$ cat config.mk
export PLATFORM = sky130hd
export DESIGN_NAME = vat_xform
export DESIGN_NICKNAME = d
export VERILOG_FILES = /design/src/hdl/vat_pkg.sv /design/src/hdl/vat_xform.sv
export SDC_FILE = /design/constraint.sdc
export NUM_CORES = 2
export LEC_CHECK = 0
export ABC_AREA = 1
export BUFFER_PORTS_ARGS = -buffer_cell sky130_fd_sc_hd__clkbuf_2
export CORE_MARGIN = 1.5
export CORE_UTILIZATION = 55
export DETAILED_ROUTE_END_ITERATION = 6
export GPL_TIMING_DRIVEN = 0
export PLACE_DENSITY = 0.73
export SLEW_MARGIN = 20
export SYNTH_ARGS = -nofsm -noshare
export SYNTH_HDL_FRONTEND = slang
export SYNTH_SLANG_ARGS = --single-unit
$ cat constraint.sdc
create_clock -name vclk -period 15.44
set_clock_uncertainty 0.1 [all_clocks]
set_input_delay 3.088 -clock vclk [all_inputs]
set_output_delay 3.088 -clock vclk [all_outputs]
set_load 0.005 [all_outputs]
$ cat src/hdl/vat_pkg.sv
// Shared types, register map, mode and axis codes for the vertex affine transform.
// Holds the whole-degree sine table used by the angle unit. No dependencies.
`default_nettype none

package vat_pkg;

    localparam int COORD_WIDTH_DEFAULT = 16;
    localparam int APB_ADDR_W          = 5;
    localparam int APB_DATA_W          = 32;
    localparam int PARAM_W             = 11;
    localparam int ANGLE_W             = 13;
    localparam int TRIG_W              = 17;

    localparam logic [1:0] MODE_TRANSLATE = 2'd0;
    localparam logic [1:0] MODE_SCALE     = 2'd1;
    localparam logic [1:0] MODE_ROTATE    = 2'd2;
    localparam logic [1:0] MODE_NONE      = 2'd3;

    localparam logic [1:0] AXIS_X        = 2'd0;
    localparam logic [1:0] AXIS_Y        = 2'd1;
    localparam logic [1:0] AXIS_Z        = 2'd2;
    localparam logic [1:0] AXIS_IDENTITY = 2'd3;

    localparam logic [2:0] REG_MODE    = 3'd0;
    localparam logic [2:0] REG_AXIS    = 3'd1;
    localparam logic [2:0] REG_PARAM_X = 3'd2;
    localparam logic [2:0] REG_PARAM_Y = 3'd3;
    localparam logic [2:0] REG_PARAM_Z = 3'd4;
    localparam logic [2:0] REG_ANGLE   = 3'd5;

    localparam logic signed [TRIG_W-1:0] Q15_ONE = 17'sd32768;

    localparam logic [15:0] SINE_DEG [0:90] = '{
        16'd0,     16'd572,   16'd1144,  16'd1715,  16'd2286,
        16'd2856,  16'd3425,  16'd3993,  16'd4560,  16'd5126,
        16'd5690,  16'd6252,  16'd6813,  16'd7371,  16'd7927,
        16'd8481,  16'd9032,  16'd9580,  16'd10126, 16'd10668,
        16'd11207, 16'd11743, 16'd12275, 16'd12803, 16'd13328,
        16'd13848, 16'd14365, 16'd14876, 16'd15384, 16'd15886,
        16'd16384, 16'd16877, 16'd17364, 16'd17847, 16'd18324,
        16'd18795, 16'd19261, 16'd19720, 16'd20174, 16'd20622,
        16'd21063, 16'd21498, 16'd21926, 16'd22348, 16'd22763,
        16'd23170, 16'd23571, 16'd23965, 16'd24351, 16'd24730,
        16'd25102, 16'd25466, 16'd25822, 16'd26170, 16'd26510,
        16'd26842, 16'd27166, 16'd27482, 16'd27789, 16'd28088,
        16'd28378, 16'd28660, 16'd28932, 16'd29197, 16'd29452,
        16'd29698, 16'd29935, 16'd30163, 16'd30382, 16'd30592,
        16'd30792, 16'd30983, 16'd31164, 16'd31336, 16'd31499,
        16'd31651, 16'd31795, 16'd31928, 16'd32052, 16'd32166,
        16'd32270, 16'd32365, 16'd32449, 16'd32524, 16'd32588,
        16'd32643, 16'd32688, 16'd32723, 16'd32748, 16'd32763,
        16'd32768
    };

    function automatic logic [15:0] sine_deg(input logic [6:0] d);
        logic [15:0] v;
        if (d > 7'd90) begin
            v = 16'd32768;
        end else begin
            v = SINE_DEG[d];
        end
        return v;
    endfunction

    typedef struct packed {
        logic                      busy;
        logic signed [TRIG_W-1:0]  sin_v;
        logic signed [TRIG_W-1:0]  cos_v;
    } trig_t;

    typedef struct packed {
        logic [1:0]                mode;
        logic [1:0]                axis;
        logic signed [PARAM_W-1:0] param_x;
        logic signed [PARAM_W-1:0] param_y;
        logic signed [PARAM_W-1:0] param_z;
        logic signed [TRIG_W-1:0]  sin_v;
        logic signed [TRIG_W-1:0]  cos_v;
    } cfg_t;

endpackage

`default_nettype wire

$ cat src/hdl/vat_xform.sv
// Transform datapath: translate, scale or axis rotation of one vertex (mode 3 gives zero) with
// rounding and saturation to the coordinate range. Uses vat_pkg.
`default_nettype none

module vat_xform import vat_pkg::*; #(
    parameter int COORD_WIDTH = COORD_WIDTH_DEFAULT
) (
    input  wire logic signed [COORD_WIDTH-1:0] vx,
    input  wire logic signed [COORD_WIDTH-1:0] vy,
    input  wire logic signed [COORD_WIDTH-1:0] vz,
    input  cfg_t                               cfg,
    output logic signed [COORD_WIDTH-1:0]      ox,
    output logic signed [COORD_WIDTH-1:0]      oy,
    output logic signed [COORD_WIDTH-1:0]      oz,
    output logic                               saturated
);

    localparam int W  = COORD_WIDTH;
    localparam int PW = W + TRIG_W;
    localparam int SW = PW + 1;
    localparam int RW = W + 19;
    localparam int XW = W + PARAM_W;
    localparam logic signed [RW-1:0] CMAX = RW'((64'sd1 <<< (W - 1)) - 64'sd1);
    localparam logic signed [RW-1:0] CMIN = -CMAX - RW'(1);

    logic signed [W-1:0]       a_v, b_v;
    logic signed [PW-1:0]      ac, as_p, bc, bs;
    logic signed [SW-1:0]      p_sum, q_sum, p_rnd, q_rnd;
    logic signed [W+2:0]       p_q15, q_q15;
    logic signed [XW-1:0]      sx, sy, sz;
    logic signed [RW-1:0]      rx, ry, rz;
    logic [W:0]                cx, cy, cz;

    function automatic logic [W:0] clip(input logic signed [RW-1:0] v);
        logic [W:0] res;
        if (v > CMAX) begin
            res = {1'b1, CMAX[W-1:0]};
        end else if (v < CMIN) begin
            res = {1'b1, CMIN[W-1:0]};
        end else begin
            res = {1'b0, v[W-1:0]};
        end
        return res;
    endfunction

    // pair (a, b) rotates to (a*c + b*s, b*c - a*s)
    always_comb begin
        case (cfg.axis)
            AXIS_X: begin
                a_v = vy;
                b_v = vz;
            end
            AXIS_Y: begin
                a_v = vz;
                b_v = vx;
            end
            default: begin
                a_v = vx;
                b_v = vy;
            end
        endcase
    end

    assign ac    = PW'(a_v) * PW'(cfg.cos_v);
    assign as_p  = PW'(a_v) * PW'(cfg.sin_v);
    assign bc    = PW'(b_v) * PW'(cfg.cos_v);
    assign bs    = PW'(b_v) * PW'(cfg.sin_v);
    assign p_sum = SW'(ac) + SW'(bs);
    assign q_sum = SW'(bc) - SW'(as_p);
    assign p_rnd = p_sum + SW'(16384);
    assign q_rnd = q_sum + SW'(16384);
    assign p_q15 = p_rnd[SW-1:15];
    assign q_q15 = q_rnd[SW-1:15];

    assign sx = XW'(vx) * XW'(cfg.param_x);
    assign sy = XW'(vy) * XW'(cfg.param_y);
    assign sz = XW'(vz) * XW'(cfg.param_z);

    always_comb begin
        case (cfg.mode)
            MODE_TRANSLATE: begin
                rx = RW'(vx) + (RW'(cfg.param_x) <<< 4);
                ry = RW'(vy) + (RW'(cfg.param_y) <<< 4);
                rz = RW'(vz) + (RW'(cfg.param_z) <<< 4);
            end
            MODE_SCALE: begin
                rx = RW'(sx);
                ry = RW'(sy);
                rz = RW'(sz);
            end
            MODE_ROTATE: begin
                rx = RW'(vx);
                ry = RW'(vy);
                rz = RW'(vz);
                case (cfg.axis)
                    AXIS_X: begin
                        ry = RW'(p_q15);
                        rz = RW'(q_q15);
                    end
                    AXIS_Y: begin
                        rz = RW'(p_q15);
                        rx = RW'(q_q15);
                    end
                    AXIS_Z: begin
                        rx = RW'(p_q15);
                        ry = RW'(q_q15);
                    end
                    default: begin
                        rx = RW'(vx);
                    end
                endcase
            end
            default: begin
                rx = '0;
                ry = '0;
                rz = '0;
            end
        endcase
    end

    assign cx        = clip(rx);
    assign cy        = clip(ry);
    assign cz        = clip(rz);
    assign ox        = cx[W-1:0];
    assign oy        = cy[W-1:0];
    assign oz        = cz[W-1:0];
    assign saturated = cx[W] | cy[W] | cz[W];

endmodule

`default_nettype wire
* Word level (Yosys, flattened, before mapping) *
Cells that the tools add are included.

operators by class
  add/subtract/negate cells = 7
  $mul = 7
  div/mod/pow operators = 0
  $lt $le $gt $ge = 6
  equality and inequality tests = 4
  shift operators = 0
  mux-type cells = 14
  bitwise operators = 2
  reductions and logical operators = 2

operators by type and width
  kind                                                           number
  one-hot mux 35 bit (3 select lines)                            3
  one-hot mux 35 bit (2 select lines)                            3
  multiplier 16 x 17 -> 33 bit                                   4
  > comparator 35 x 16 -> 1 bit (second input constant)          3
  less-than comparator 35 x 16 -> 1 bit (second input constant)  3
  two-way mux 17 bit                                             6
  multiplier 16 x 11 -> 27 bit                                   3
  adder 34 x 16 -> 34 bit (second input constant)                2
  one-hot mux 16 bit (2 select lines)                            2
  adder 16 x 15 -> 17 bit                                        3
  adder 33 x 33 -> 34 bit                                        1
  subtractor 33 x 33 -> 34 bit                                   1
  == test 2 x 1 -> 1 bit (second input constant)                 2
  == test 2 bit (second input constant)                          2
  logical NOT 2 bit                                              2
  bitwise OR 1 bit                                               2

word-level totals
  register bits = 0
  bits in latches = 0
  bits in writable memories = 0
  ROM bits = 0
  logic and storage cells = 42
  memories = 0

* Logic depth before layout (Yosys ltp) *
  depth after elaboration = 12
  gate-level depth with buffers = 50
  depth with buffers taken out = 47

* Least setup slack after synthesis *
Ideal clock, no wire load.

  path type = in2out
  from = in cfg[68] in the netlist's numbering
  to = out oy[10]
  data arrival time = 11,571 ps
  data required time = 12,252 ps
  slack = 681 ps
  stages on the path = 39
  path buffers = 2
  path through = inv_1 ha_1 inv_2 nand2_2 nand3_1 and2_1 clkbuf_1 inv_1 nor2_1 inv_1 fa_1 fa_1 fa_1 inv_1 fa_1 fa_1 inv_1 fa_1 [3 not listed] inv_1 ha_1 a21oi_1 nor3_1 a2111oi_0 nand2_1 nand2_1 nand3_1 nand2_1 nand2_1 nand2_1 nand2_1 nor2_1 nand3_2 nand2_4 buf_6 nand2_1 nand2_1

on the way
  longest elaborated chain between the ends = 10
  elaborated cells between the ends (all ways) = 19
  classes of those cells = 4 x add/sub; 4 x mul; 2 x order compare; 2 x eq/ne; 6 x mux; 1 x reduce/logical

RTL lines
  item                                                                     line                              source
  start: declaration                                                       vat_xform.sv:11                   input cfg_t cfg,
  == test 2 x 1 -> 1 bit or logical NOT 2 bit (tied branches)              vat_xform.sv:48, vat_xform.sv:95
  one-hot mux 16 bit (2 select lines)                                      vat_xform.sv:48                   case (cfg.axis)
  multiplier 16 x 17 -> 33 bit (on tied branches)                          -
  subtractor 33 x 33 -> 34 bit or adder 33 x 33 -> 34 bit (tied branches)  vat_xform.sv:69, vat_xform.sv:68
  adder 34 x 16 -> 34 bit (on tied branches)                               vat_xform.sv:71, vat_xform.sv:70
  one-hot mux 35 bit (2 select lines) (*)                                  vat_xform.sv:95                   case (cfg.axis)
  one-hot mux 35 bit (3 select lines) (*)                                  vat_xform.sv:80                   case (cfg.mode)
  less-than comparator 35 x 16 -> 1 bit                                    vat_xform.sv:38                   end else if (v < CMIN) begin
  two-way mux 17 bit                                                       vat_xform.sv:38
  two-way mux 17 bit (*)                                                   vat_xform.sv:36                   if (v > CMAX) begin
  end: declaration                                                         vat_xform.sv:13                   output logic signed [COORD_WIDTH-1:0] oy,

Every way passes the cells marked *; elsewhere a longest branch is shown, timed or not.

* Worst setup path in the final report *
  from = in cfg[9] in the netlist's numbering
  to = out ox[9]

on the way
  longest elaborated chain between the ends = 8
  elaborated cells between the ends (all ways) = 12
  classes of those cells = 4 x add/sub; 2 x mul; 2 x order compare; 4 x mux

RTL lines
  item                                                                     line                              source
  multiplier 16 x 17 -> 33 bit (on tied branches)                          vat_xform.sv:64, vat_xform.sv:66
  adder 33 x 33 -> 34 bit or subtractor 33 x 33 -> 34 bit (tied branches)  vat_xform.sv:68, vat_xform.sv:69
  adder 34 x 16 -> 34 bit (on tied branches)                               vat_xform.sv:70, vat_xform.sv:71
  one-hot mux 35 bit (2 select lines) (*)                                  vat_xform.sv:95
  one-hot mux 35 bit (3 select lines) (*)                                  vat_xform.sv:80
  less-than comparator 35 x 16 -> 1 bit                                    vat_xform.sv:38
  two-way mux 17 bit                                                       vat_xform.sv:38
  two-way mux 17 bit (*)                                                   vat_xform.sv:36
  end: declaration                                                         vat_xform.sv:12                   output logic signed [COORD_WIDTH-1:0] ox,

Marks and branches as above.

==> summary.txt <==
Cells and area
  – Filler cell count: ~11000
  – Area growth syn-to-layout: 10.90%
  – Non-Filler Instances: 10450
  – Sequential Area: 0 sq um
  – Layout cells sized above 1: under 10%
  – Multi-input gate area: just under 60000 sq um
  – Nets: roughly 11000
  – Seq_cells: 0
  – Clock buf count: 0

Timing
  – Worst setup margin: -85.01 ps
  – Final worst path period share: 100.6%
  – Tightest Pin Transition: 1315 ps
  – Final Hold Fails: 0
  – Max frequency: roughly 0.064 GHz
  – Tmin final: about 16000 ps
  – Slew HR: 12.34%
  – Final setup viols: 11
  – RSZ-0062 raised after global routing: true
  – Slew Viols, Final: 0
  – WHS: about 6700 ps

Run
  – Max-cap violations: 0

Detailed routing
  – WL met1: between 90 and 100 mm
  – Wire length on met2: roughly 120 mm
  – Routed len/inst: about 26 microns
  – Vias after detailed routing: just under 60000
  – Met3 WL: roughly 33 mm
  – Post-DR vias/cell: ~5.7
  – Uppermost layer routed: met5
  – WL final: approximately 270 mm
  – DR pass1 iterations: 7
  – Residual DRC: 1
  – Post-DRT Antenna Nets: 0
  – Iteration-0 DRC count of the detailed router: 5932

Logic synthesis
  – Cells after Synth: between 8000 and 9000
  – Syn nets: ~11000
  – Syn avg cell area: 7.846 sq um
  – Synth area leader: fa_1
  – Post-synth top cells: 2411 x inv_1, 1782 x nand2_1, 1722 x fa_1
  – Sequential area share after synthesis: 0%
  – Yosys warns: 0
  – Synth top area share: around half
  – Synthesized cell area: 66660 sq um
  – Area contributors post-synth: fa_1 52%, inv_1 14%, nand2_1 10%
  – Most frequent cell after synthesis: inv_1
  – Post-synth cell types: 50

Floorplanning
  – IO Count: around 170
  – Initial Utilization: 55.49%
  – Die Area: about 120000 sq um
  – Core Rows: 127
  – Core area: approximately 120000 sq um
  – Die Y: 351.1 microns
  – Die X: around 350 microns

Global routing
  – Initial antenna violation count: 24
  – First-pass GRT wire length: 397.0 mm
  – Global Route Usage Sum: between 40 and 50%
  – Largest net degree at the start of global routing: 12
  – Via count of the first global-routing pass: 61720
  – Congestion Overflow GR: 0

Placed design
  – Post-Place Cells: about 10000
  – Detail Placement HPWL: about 230 mm
  – Setup WS pre-CTS: -2942 ps
  – RePlAce Congestion: 1.140
  – Port bufs: ~150

CTS
  – # hold bufs at CTS: 0

Worst setup path
  – Worst Setup Start Kind: primary input
  – Worst EP arrival: around 12000 ps
  – Slowest cell delay on critical path: around 660 ps
  – Type of the worst setup path: primary input to primary output
  – CP endpoint kind: primary output
  – Crit path max fanout: 10
  – CP max stage cell: clkbuf_1
  – Most numerous cell on the critical path: fa_1
  – Worst path required time: roughly 12000 ps

Worst hold path
  – Hold Crit Class: primary input to primary output
  – Hold depth: 6
  – Hold_sp: vx[0]
  – End of the worst hold path: ox[0]

Run status
  – Failing checks: DRC, setup timing
  – Status: finished with violations
-- cell usage in the layout, fill, tap and decap left out, types with 29 or more instances in the layout --
cell / n
buf_4: 155
fa_1: 1678
nand2_4: 45
clkbuf_1: 153
a21oi_1: 202
inv_1: 2365
nand3_1: 178
nand2_2: 55
o211ai_1: 60
nor2_1: 693
xor2_1: 41
xnor2_1: 33
ha_4: 34
inv_2: 29
nand2_1: 1693
o21ai_0: 168
clkbuf_2: 195
ha_1: 481
fa_2: 44
-- timing repair --
item                                    in CTS  in global routing
endpoints found under the setup margin      49                 46
gates cloned                                 0                  4
pin swaps                                   64                124
setup buffers                               99                 78
gates resized for setup                    502                362
-- critical path: cells and delay by family --
| family | cells | cell delay, ps |
|---|---|---|
| adder cells (fa/ha/maj) | 9 | 4440 |
| buffers and inverters | 9 | 2240 |
| AND/OR/NAND/NOR | 12 | 1790 |
| XOR/XNOR | 1 | 620 |
| AO/OA/AOI/OAI | 1 | 110 |
-- metrics by stage --
step / setup TNS (ps) / utilization (%) / area (sq um)
floorplan: 0 / - / 66660
global placement: -130930 / 57.79 / 69420
detailed placement: -131870 / 57.84 / 69490
CTS: 0 / 59.94 / 72000
global route: -2922 / 61.49 / 73870
finish: -273.3 / 61.54 / 73920
-- routing by layer --
layer  up-vias  track usage, %
met5         -               0
met4        26           33.95
met1     29400           51.76
met2      3623           69.62
met3      1222           15.56
li1      25090               -
-- cell type report --
type,instances,area share (%)
Tap cell,1612,2.728
Buffer,307,2.859
Multi-Input combinational cell,5744,78.48
Inverter,2436,12.59
Timing Repair Buffer,329,3.270
Antenna cell,23,0.07786
-- logic make-up after synthesis --
group | count (synthesis) | synth area share, %
AO/OA/AOI/OAI | 588 | 5.055
XOR/XNOR | 76 | 0.9985
adder cells (fa/ha/maj) | 2244 | 61.51
buffers and inverters | 2752 | 15.58
AND/OR/NAND/NOR | 2836 | 16.86
-- how the worst max path moves through the flow --
stage	start	endpoint
after floorplan	cfg[68]	oy[10]
after global placement	cfg[67]	ox[1]
final	cfg[9]	ox[9]
after CTS	cfg[67]	oy[11]
after global routing	cfg[67]	ox[4]
after detailed placement	cfg[67]	ox[2]
Power is not shown: default switching activity piles up to over one toggle a cycle in this logic, so the estimate is an artifact.
