`src/hdl/vat_pkg.sv`:
```
// Shared types, register map, mode and axis codes for the vertex affine transform.
// Holds the whole-degree sine table used by the angle unit. No dependencies.
`default_nettype none

package vat_pkg;

    localparam int COORD_WIDTH_DEFAULT = 16;
    localparam int APB_ADDR_W          = 5;
    localparam int APB_DATA_W          = 32;
    localparam int PARAM_W             = 11;
    localparam int ANGLE_W             = 13;
    localparam int TRIG_W              = 17;

    localparam logic [1:0] MODE_TRANSLATE = 2'd0;
    localparam logic [1:0] MODE_SCALE     = 2'd1;
    localparam logic [1:0] MODE_ROTATE    = 2'd2;
    localparam logic [1:0] MODE_NONE      = 2'd3;

    localparam logic [1:0] AXIS_X        = 2'd0;
    localparam logic [1:0] AXIS_Y        = 2'd1;
    localparam logic [1:0] AXIS_Z        = 2'd2;
    localparam logic [1:0] AXIS_IDENTITY = 2'd3;

    localparam logic [2:0] REG_MODE    = 3'd0;
    localparam logic [2:0] REG_AXIS    = 3'd1;
    localparam logic [2:0] REG_PARAM_X = 3'd2;
    localparam logic [2:0] REG_PARAM_Y = 3'd3;
    localparam logic [2:0] REG_PARAM_Z = 3'd4;
    localparam logic [2:0] REG_ANGLE   = 3'd5;

    localparam logic signed [TRIG_W-1:0] Q15_ONE = 17'sd32768;

    localparam logic [15:0] SINE_DEG [0:90] = '{
        16'd0,     16'd572,   16'd1144,  16'd1715,  16'd2286,
        16'd2856,  16'd3425,  16'd3993,  16'd4560,  16'd5126,
        16'd5690,  16'd6252,  16'd6813,  16'd7371,  16'd7927,
        16'd8481,  16'd9032,  16'd9580,  16'd10126, 16'd10668,
        16'd11207, 16'd11743, 16'd12275, 16'd12803, 16'd13328,
        16'd13848, 16'd14365, 16'd14876, 16'd15384, 16'd15886,
        16'd16384, 16'd16877, 16'd17364, 16'd17847, 16'd18324,
        16'd18795, 16'd19261, 16'd19720, 16'd20174, 16'd20622,
        16'd21063, 16'd21498, 16'd21926, 16'd22348, 16'd22763,
        16'd23170, 16'd23571, 16'd23965, 16'd24351, 16'd24730,
        16'd25102, 16'd25466, 16'd25822, 16'd26170, 16'd26510,
        16'd26842, 16'd27166, 16'd27482, 16'd27789, 16'd28088,
        16'd28378, 16'd28660, 16'd28932, 16'd29197, 16'd29452,
        16'd29698, 16'd29935, 16'd30163, 16'd30382, 16'd30592,
        16'd30792, 16'd30983, 16'd31164, 16'd31336, 16'd31499,
        16'd31651, 16'd31795, 16'd31928, 16'd32052, 16'd32166,
        16'd32270, 16'd32365, 16'd32449, 16'd32524, 16'd32588,
        16'd32643, 16'd32688, 16'd32723, 16'd32748, 16'd32763,
        16'd32768
    };

    function automatic logic [15:0] sine_deg(input logic [6:0] d);
        logic [15:0] v;
        if (d > 7'd90) begin
            v = 16'd32768;
        end else begin
            v = SINE_DEG[d];
        end
        return v;
    endfunction

    typedef struct packed {
        logic                      busy;
        logic signed [TRIG_W-1:0]  sin_v;
        logic signed [TRIG_W-1:0]  cos_v;
    } trig_t;

    typedef struct packed {
        logic [1:0]                mode;
        logic [1:0]                axis;
        logic signed [PARAM_W-1:0] param_x;
        logic signed [PARAM_W-1:0] param_y;
        logic signed [PARAM_W-1:0] param_z;
        logic signed [TRIG_W-1:0]  sin_v;
        logic signed [TRIG_W-1:0]  cos_v;
    } cfg_t;

endpackage

`default_nettype wire

```
`src/hdl/vat_trig.sv`:
```
// Angle unit: reduces the rotation angle and builds Q1.15 sine and cosine
// by interpolating the whole-degree table over four pipeline stages. Uses vat_pkg.
`default_nettype none

module vat_trig import vat_pkg::*; (
    input  wire logic                      aclk,
    input  wire logic                      aresetn,
    input  wire logic                      start,
    input  wire logic signed [ANGLE_W-1:0] angle,
    output trig_t                          trig
);

    logic        v0_reg, v1_reg, v2_reg;
    logic [1:0]  q1_reg, q2_reg, q3_reg;
    logic [9:0]  rem_reg;
    logic [6:0]  d_reg    [2];
    logic [3:0]  f_reg    [2];
    logic [15:0] lo_reg   [2];
    logic [12:0] prod_reg [2];
    logic signed [TRIG_W-1:0] sin_reg, cos_reg;

    logic [13:0] a_full;
    logic [11:0] a_red;
    logic [1:0]  q_next;
    logic [9:0]  rem_next;
    logic [9:0]  r_lane    [2];
    logic [17:0] dp_lane   [2];
    logic [6:0]  d_next    [2];
    logic [3:0]  f_next    [2];
    logic [15:0] lo_next   [2];
    logic [15:0] hi_lane   [2];
    logic [9:0]  diff_lane [2];
    logic [12:0] prod_next [2];
    logic [26:0] m_lane    [2];
    logic signed [TRIG_W-1:0] s_lane [2];
    logic signed [TRIG_W-1:0] sin_next, cos_next;

    // reduce to 0..3599, then split into quadrant and remainder
    always_comb begin
        a_full = 14'(17'(angle) + 17'sd7200);
        if (a_full >= 14'd10800) begin
            a_red = 12'(a_full - 14'd10800);
        end else if (a_full >= 14'd7200) begin
            a_red = 12'(a_full - 14'd7200);
        end else if (a_full >= 14'd3600) begin
            a_red = 12'(a_full - 14'd3600);
        end else begin
            a_red = 12'(a_full);
        end
        if (a_red >= 12'd2700) begin
            q_next   = 2'd3;
            rem_next = 10'(a_red - 12'd2700);
        end else if (a_red >= 12'd1800) begin
            q_next   = 2'd2;
            rem_next = 10'(a_red - 12'd1800);
        end else if (a_red >= 12'd900) begin
            q_next   = 2'd1;
            rem_next = 10'(a_red - 12'd900);
        end else begin
            q_next   = 2'd0;
            rem_next = 10'(a_red);
        end
    end

    // lane 0 gives sine of the remainder, lane 1 of its complement
    always_comb begin
        r_lane[0] = rem_reg;
        r_lane[1] = 10'd900 - rem_reg;
        for (int i = 0; i < 2; i++) begin
            dp_lane[i]   = 18'(r_lane[i]) * 18'd205;
            d_next[i]    = dp_lane[i][17:11];
            f_next[i]    = 4'(r_lane[i] - 10'(d_next[i]) * 10'd10);
            lo_next[i]   = sine_deg(d_reg[i]);
            hi_lane[i]   = sine_deg(7'(d_reg[i] + 7'd1));
            diff_lane[i] = 10'(hi_lane[i] - lo_next[i]);
            prod_next[i] = 13'(diff_lane[i]) * 13'(f_reg[i]);
            m_lane[i]    = (27'(prod_reg[i]) + 27'd5) * 27'd6554;
            s_lane[i]    = TRIG_W'(lo_reg[i]) + TRIG_W'(m_lane[i][25:16]);
        end
    end

    always_comb begin
        case (q3_reg)
            2'd0: begin
                sin_next = s_lane[0];
                cos_next = s_lane[1];
            end
            2'd1: begin
                sin_next = s_lane[1];
                cos_next = -s_lane[0];
            end
            2'd2: begin
                sin_next = -s_lane[0];
                cos_next = -s_lane[1];
            end
            default: begin
                sin_next = -s_lane[1];
                cos_next = s_lane[0];
            end
        endcase
    end

    always_ff @(posedge aclk) begin
        if (!aresetn) begin
            v0_reg  <= 1'b0;
            v1_reg  <= 1'b0;
            v2_reg  <= 1'b0;
            sin_reg <= '0;
            cos_reg <= Q15_ONE;
        end else begin
            v0_reg <= start;
            v1_reg <= v0_reg;
            v2_reg <= v1_reg;
            if (v2_reg) begin
                sin_reg <= sin_next;
                cos_reg <= cos_next;
            end
        end
    end

    always_ff @(posedge aclk) begin
        q1_reg  <= q_next;
        rem_reg <= rem_next;
        q2_reg  <= q1_reg;
        q3_reg  <= q2_reg;
        for (int i = 0; i < 2; i++) begin
            d_reg[i]    <= d_next[i];
            f_reg[i]    <= f_next[i];
            lo_reg[i]   <= lo_next[i];
            prod_reg[i] <= prod_next[i];
        end
    end

    assign trig.busy  = v0_reg | v1_reg | v2_reg;
    assign trig.sin_v = sin_reg;
    assign trig.cos_v = cos_reg;

endmodule

`default_nettype wire

```
`config.mk`:
```
export PLATFORM = sky130hd
export DESIGN_NAME = vat_trig
export DESIGN_NICKNAME = d
export VERILOG_FILES = /design/src/hdl/vat_pkg.sv /design/src/hdl/vat_trig.sv
export SDC_FILE = /design/constraint.sdc
export NUM_CORES = 1
export LEC_CHECK = 0
export BUFFER_PORTS_ARGS = -buffer_cell sky130_fd_sc_hd__buf_2
export CAP_MARGIN = 20
export CORE_MARGIN = 4
export CORE_UTILIZATION = 40
export CTS_BUF_LIST = sky130_fd_sc_hd__clkbuf_8
export DETAILED_ROUTE_END_ITERATION = 16
export PLACE_DENSITY = 0.6
export SYNTH_ARGS = -nofsm -noshare
export SYNTH_HDL_FRONTEND = slang
export SYNTH_SLANG_ARGS = --single-unit
```
`constraint.sdc`:
```
create_clock -name aclk -period 11.1 [get_ports aclk]
set_input_delay 1.11 -clock aclk [delete_from_list [all_inputs] [get_ports aclk]]
set_output_delay 1.11 -clock aclk [all_outputs]
set_load 0.05 [all_outputs]
```
## After elaboration in Yosys (flattened, before gate mapping)

Memories as Yosys holds them, arrays and structs flattened.
Cells that the tools add are included.

| word-level totals | value |
|---|---|
| output and inout bits | 35 |
| logic and storage cells | 92 |
| register bits after elaboration | 53 |
| ROM bits | 8192 |
| memory bits (writable) | 80 |
| memories kept | 8 |

Memories:

| memory | depth | width | read ports | clocked after Yosys merged registers in | wr ports | RTL line | text |
|---|---|---|---|---|---|---|---|
| (no name shown) | 128 | 16 | 1 | 0 | 0 | vat_pkg.sv:60 | `v = SINE_DEG[d];` |
| (no name shown) | 128 | 16 | 1 | 0 | 0 | vat_pkg.sv:60 |  |
| (no name shown) | 128 | 16 | 1 | 0 | 0 | vat_pkg.sv:60 |  |
| (no name shown) | 128 | 16 | 1 | 0 | 0 | vat_pkg.sv:60 |  |
| lo_reg | 2 | 16 | 2 | 0 | 2 | vat_trig.sv:18 | `logic [15:0] lo_reg [2];` |
| prod_reg | 2 | 13 | 2 | 0 | 2 | vat_trig.sv:19 | `logic [12:0] prod_reg [2];` |
| 2 more memories | n/a | n/a | n/a | n/a | n/a | n/a |  |

| cells by class | value |
|---|---|
| equal/unequal tests | 2 |
| order comparisons | 14 |
| mux-type cells | 22 |
| multiply operators | 8 |
| reduce and logical (&&, ||, !) cells | 2 |
| bitwise gates (word level) | 6 |
| $add $sub $neg | 20 |

Operators with widths:

| kind | count |
|---|---|
| 17-bit one-hot mux with 3 select lines | 2 |
| 16-bit two-way mux | 6 |
| 10-bit two-way mux | 9 |
| 14-bit by 12-bit multiplier with 25-bit output, second input constant | 2 |
| 10-bit by 8-bit multiplier with 18-bit output, second input constant | 2 |
| 12-bit two-way mux | 3 |
| 12-bit subtractor, second input constant | 3 |
| 16-bit by 10-bit adder with 17-bit output | 2 |
| 17-bit negation | 2 |
| 8-bit >= comparator, second input constant | 4 |
| 7-bit inverter with 8-bit output | 4 |
| 10-bit subtractor, second input constant | 3 |
| 13-bit by 3-bit adder with 14-bit output, second input constant | 2 |
| 7-bit > comparator, second input constant | 4 |
| 10-bit by 4-bit multiplier with 13-bit output | 2 |
| 10-bit subtractor | 2 |
| 13-bit by 14-bit adder with 14-bit output, second input constant | 1 |
| 7-bit by 1-bit adder with 7-bit output, second input constant | 2 |
| 14-bit by 12-bit >= comparator with 1-bit output, second input constant | 1 |
| 14-bit by 13-bit >= comparator with 1-bit output, second input constant | 1 |
| 14-bit >= comparator, second input constant | 1 |
| 7-bit by 3-bit multiplier with 3-bit output, second input constant | 2 |
| 12-bit by 10-bit >= comparator with 1-bit output, second input constant | 1 |
| 12-bit by 11-bit >= comparator with 1-bit output, second input constant | 1 |
| other kinds (9) | 12 |

## Longest topological paths before layout

| logic depth | value |
|---|---|
| depth in word-level cells | 9 |
| gate-level depth with buffers | 37 |

## Least setup slack after synthesis

No wires, ideal clock.

| path | value |
|---|---|
| path type | reg2reg |
| start | memory prod_reg[1][0], in the netlist prod_reg[0][13] |
| end | register cos_reg[16] |
| buffers on the path | 0 |
| required time | 10.969 ns |
| stages on the path, launching flop included | 33 |
| library setup time | 0.131 ns |
| setup slack | 3.058 ns |
| arrival | 7.911 ns |
| path through | dfxtp_1 > ha_1 > o21bai_1 > nor2_1 > nand2_1 > xnor2_1 > ha_1 > fa_1 > fa_1 > fa_1 > inv_1 > fa_1 > inv_1 > ha_1 > nand3_1 > nand2_1 > a41oi_1 > a21oi_1 > and4_1 > or3_1 > a21oi_1 > xnor2_1 > ha_1 > o21a_1 > nor2_1 > nor2b_1 > mux2i_1 > o311ai_0 > nor4_1 > a41oi_1 > xor2_1 > a32oi_1 > o31ai_1 |

RTL lines:

| item | RTL line | text |
|---|---|---|
| start: declaration | vat_trig.sv:19 |  |
| end signal: assignment | vat_trig.sv:116 | `cos_reg <= cos_next;` |
| end: declaration | vat_trig.sv:20 | `logic signed [TRIG_W-1:0] sin_reg, cos_reg;` |

==> impl_metrics.yaml <==
outcome:
  outcome: "complete, no violations"
synthesis:
  synth-edff-count: 0
  ys.flop_type: "dfxtp_1"
  syn_nets: 4077
  yosys_warnings: 0
  synth-seq-area-share_pct: 10.0
  synthCells: 3468
  syn_avg_cell_area_um2: 7.62
  synthDistinctLibCells: 92
  ys_ff_latch: 132
  async_flop_share_pct: 0
  netlist_area_um2: 26400
timing:
  drv_slew: 0
  tns_ps: 0
  rsz0062_at_grt: "no"
  hold_viol: 0
  slew_headroom_pct: 27.9
  whs_ps: 329
  min_period_ps: 9170
  fmax_ghz: 0.109
  setup_viol: 0
  worst_slew_pin_slew_ps: 1070
  finalClockSkew_ps: 18.2
  period_share_pct: 82.6
clocking:
  cts_tree: "yes"
  clk_path_buf_depth: 2
  numClockSinks: 132
  htree_num_levels: 4
  numCtsBuffers: 17
  root_buffer: "clkbuf_8"
  cts.clk_slew.worst_paths_ps: 80
  cts_post_setup_buffers_inserted: 0
  hold_buffers: 0
  post_cts_resized: 0
  clk-insertion-delay-late_ps: 520
global_route:
  met3_usage_pct: 2.77
  globalRouteMet2Util_pct: 31.1
  track_usage_pct: 19.9
  grt_max_degree: 97
  grt_pass1_wl_um: 118000
  top_usage_layer: "met2"
  gr-total-overflow: 0
  grt_pass1_vias: 22359
  met1_usage_pct: 29.1
  antenna_found_initial: 1
finish:
  fin_util_pct: 42.8
  drive_above_1_share_pct: 5.79
  largest_reg_flops: 32
  nets: 3983
  syn_to_final_growth_pct: 5.17
min_path:
  whs_path_depth: 0
  hold_class: "flip-flop to flip-flop"
worst_setup_path:
  path_max_fanout: 7
  r2r-start: "prod_reg[0][13]"
  critPathCaptureType: "flip-flop"
  required_ps: 11470
  cpPeakStageDelay_ps: 910
  r2r_cells: 32
  crit_end: "sin_reg[16]"
  rr_endpoint: "sin_reg[16]"
  crit_start: "prod_reg[0][13]"
  worst-setup-path-type: "flip-flop to flip-flop"
  crit_slowest_cell: "nor4_1"
  reg2reg_slack_ps: 1930
  worstSetupStartpointType: "flip-flop"
  arrival_ps: 9540
floorplanning:
  rows: 93
  dieArea_um2: 70200
  die_w_um: 265
  ios: 51
  die_y_um: 265
  core_um2: 64900
  start_util_pct: 40.7
placed_design:
  gp_congestion: 0.905
  dp_hpwl_um: 54300
  port-buffer-count: 50
route:
  drc: 0
  drt-total-wl_um: 71400
  ant_nets: 0
  vias: 23983
  drtIter0Drc: 2117
  first_pass_iters: 8
  wire_per_inst_um: 16.8
  vias_per_cell: 5.65
job:
  max_cap_viol_count: 0
## layout by cell type, fill, tap and decap left out, types with 24 or more instances in the layout
cell      Yosys  final
and2_1       37     37
nand2_1     295    295
ha_1        432    432
buf_4         2     47
nor2_1      277    277
a21o_1       41     41
o21bai_1     28     28
nand3_1      77     77
dfxtp_1     132    125
inv_1       411    413
a211oi_1     61     61
nor3_1       73     73
xnor2_1     126    118
a31oi_1      49     49
xor2_1       59     59
o21ai_0     232    232
a21oi_1     281    281
buf_2         5     50
o211ai_1     42     42
and3_1       24     24
fa_1        161    161
mux2i_1      28     28
a311oi_1     25     25
## cell type report
| class | count | area [um2] |
|---|---|---|
| timing repair buffer | 98 | 616 |
| inverter | 415 | 1560 |
| tap | 855 | 1070 |
| fill | 6709 | 37100 |
| clock inverter | 14 | 188 |
| antenna | 1 | 2.50 |
| sequential | 132 | 2650 |
| clock buffer | 18 | 248 |
| multi-input combinational | 2710 | 21400 |
## kinds of logic after synthesis
kind of cell,count (synthesis),share of synthesized area [%]
compound gates,979,23.7
xor+xnor,186,6.24
buf+inv,626,9.04
mux,52,2.85
fa+ha+maj,593,32.7
flops,132,10.0
simple gates,900,15.5
## routing by layer
layer	up-vias	wire length, um	part of all wire (%)
li1	11916	-	-
met1	11193	33900	47
met2	776	31400	44
met3	98	4850	6.8
met4	0	1250	1.7
met5	-	0	0
## metrics by stage
stage | std cells | setup WS, ps | cell area, um2
after CTS | 4241 | 1930 | 27800
after detailed placement | 4209 | 2000 | 27300
after global placement | 4209 | 2120 | 27300
after floorplan | 3468 | 3060 | 26400
after global routing | 4243 | 1180 | 27800
final | 4243 | 1930 | 27800
## cell usage after synthesis, drive strengths merged, types with 22 or more instances
cell    count  area share, %
ha        432             20
inv       411            5.8
nand2     295            4.2
a21oi     281            5.3
nor2      277            3.9
o21ai     233            4.4
clkbuf    176            2.5
fa        161             12
dfxtp     132             10
xnor2     126            4.2
nand3      77            1.5
nor3       74            1.4
a211oi     63            1.8
xor2       60            2.1
a31oi      50            1.2
o211ai     42            1.2
a21o       41            1.2
and2       38           0.91
buf        35           0.63
mux2i      28            1.1
o21bai     28           0.80
a311oi     25           0.83
and3       24           0.57
nand2b     22           0.52
nor2b      22           0.52
## worst max-delay path: cells and delay by family, from the launching register on
kind / cells / cell delay [ps]
multiplexers: 1 / 140
AND/OR/NAND/NOR: 9 / 2620
buffers and inverters: 3 / 280
XOR/XNOR: 3 / 790
adder cells (fa/ha/maj): 8 / 3320
AO/OA/AOI/OAI: 8 / 1460
flip-flops: 1 / 410
## worst min path at each step
stage              start   endpoint  slack (ps)
2_1_floorplan  q1_reg[0]  q2_reg[0]         310
3_3_place_gp   q2_reg[1]  q3_reg[1]         310
3_5_place_dp   q2_reg[1]  q3_reg[1]         310
4_1_cts        q2_reg[1]  q3_reg[1]         330
5_1_grt        q2_reg[1]  q3_reg[1]         340
6_report       q2_reg[1]  q3_reg[1]         330
Power is left out: the tool's default activity adds up to more than one toggle a clock period on the data nets, which glitch-free logic cannot reach.
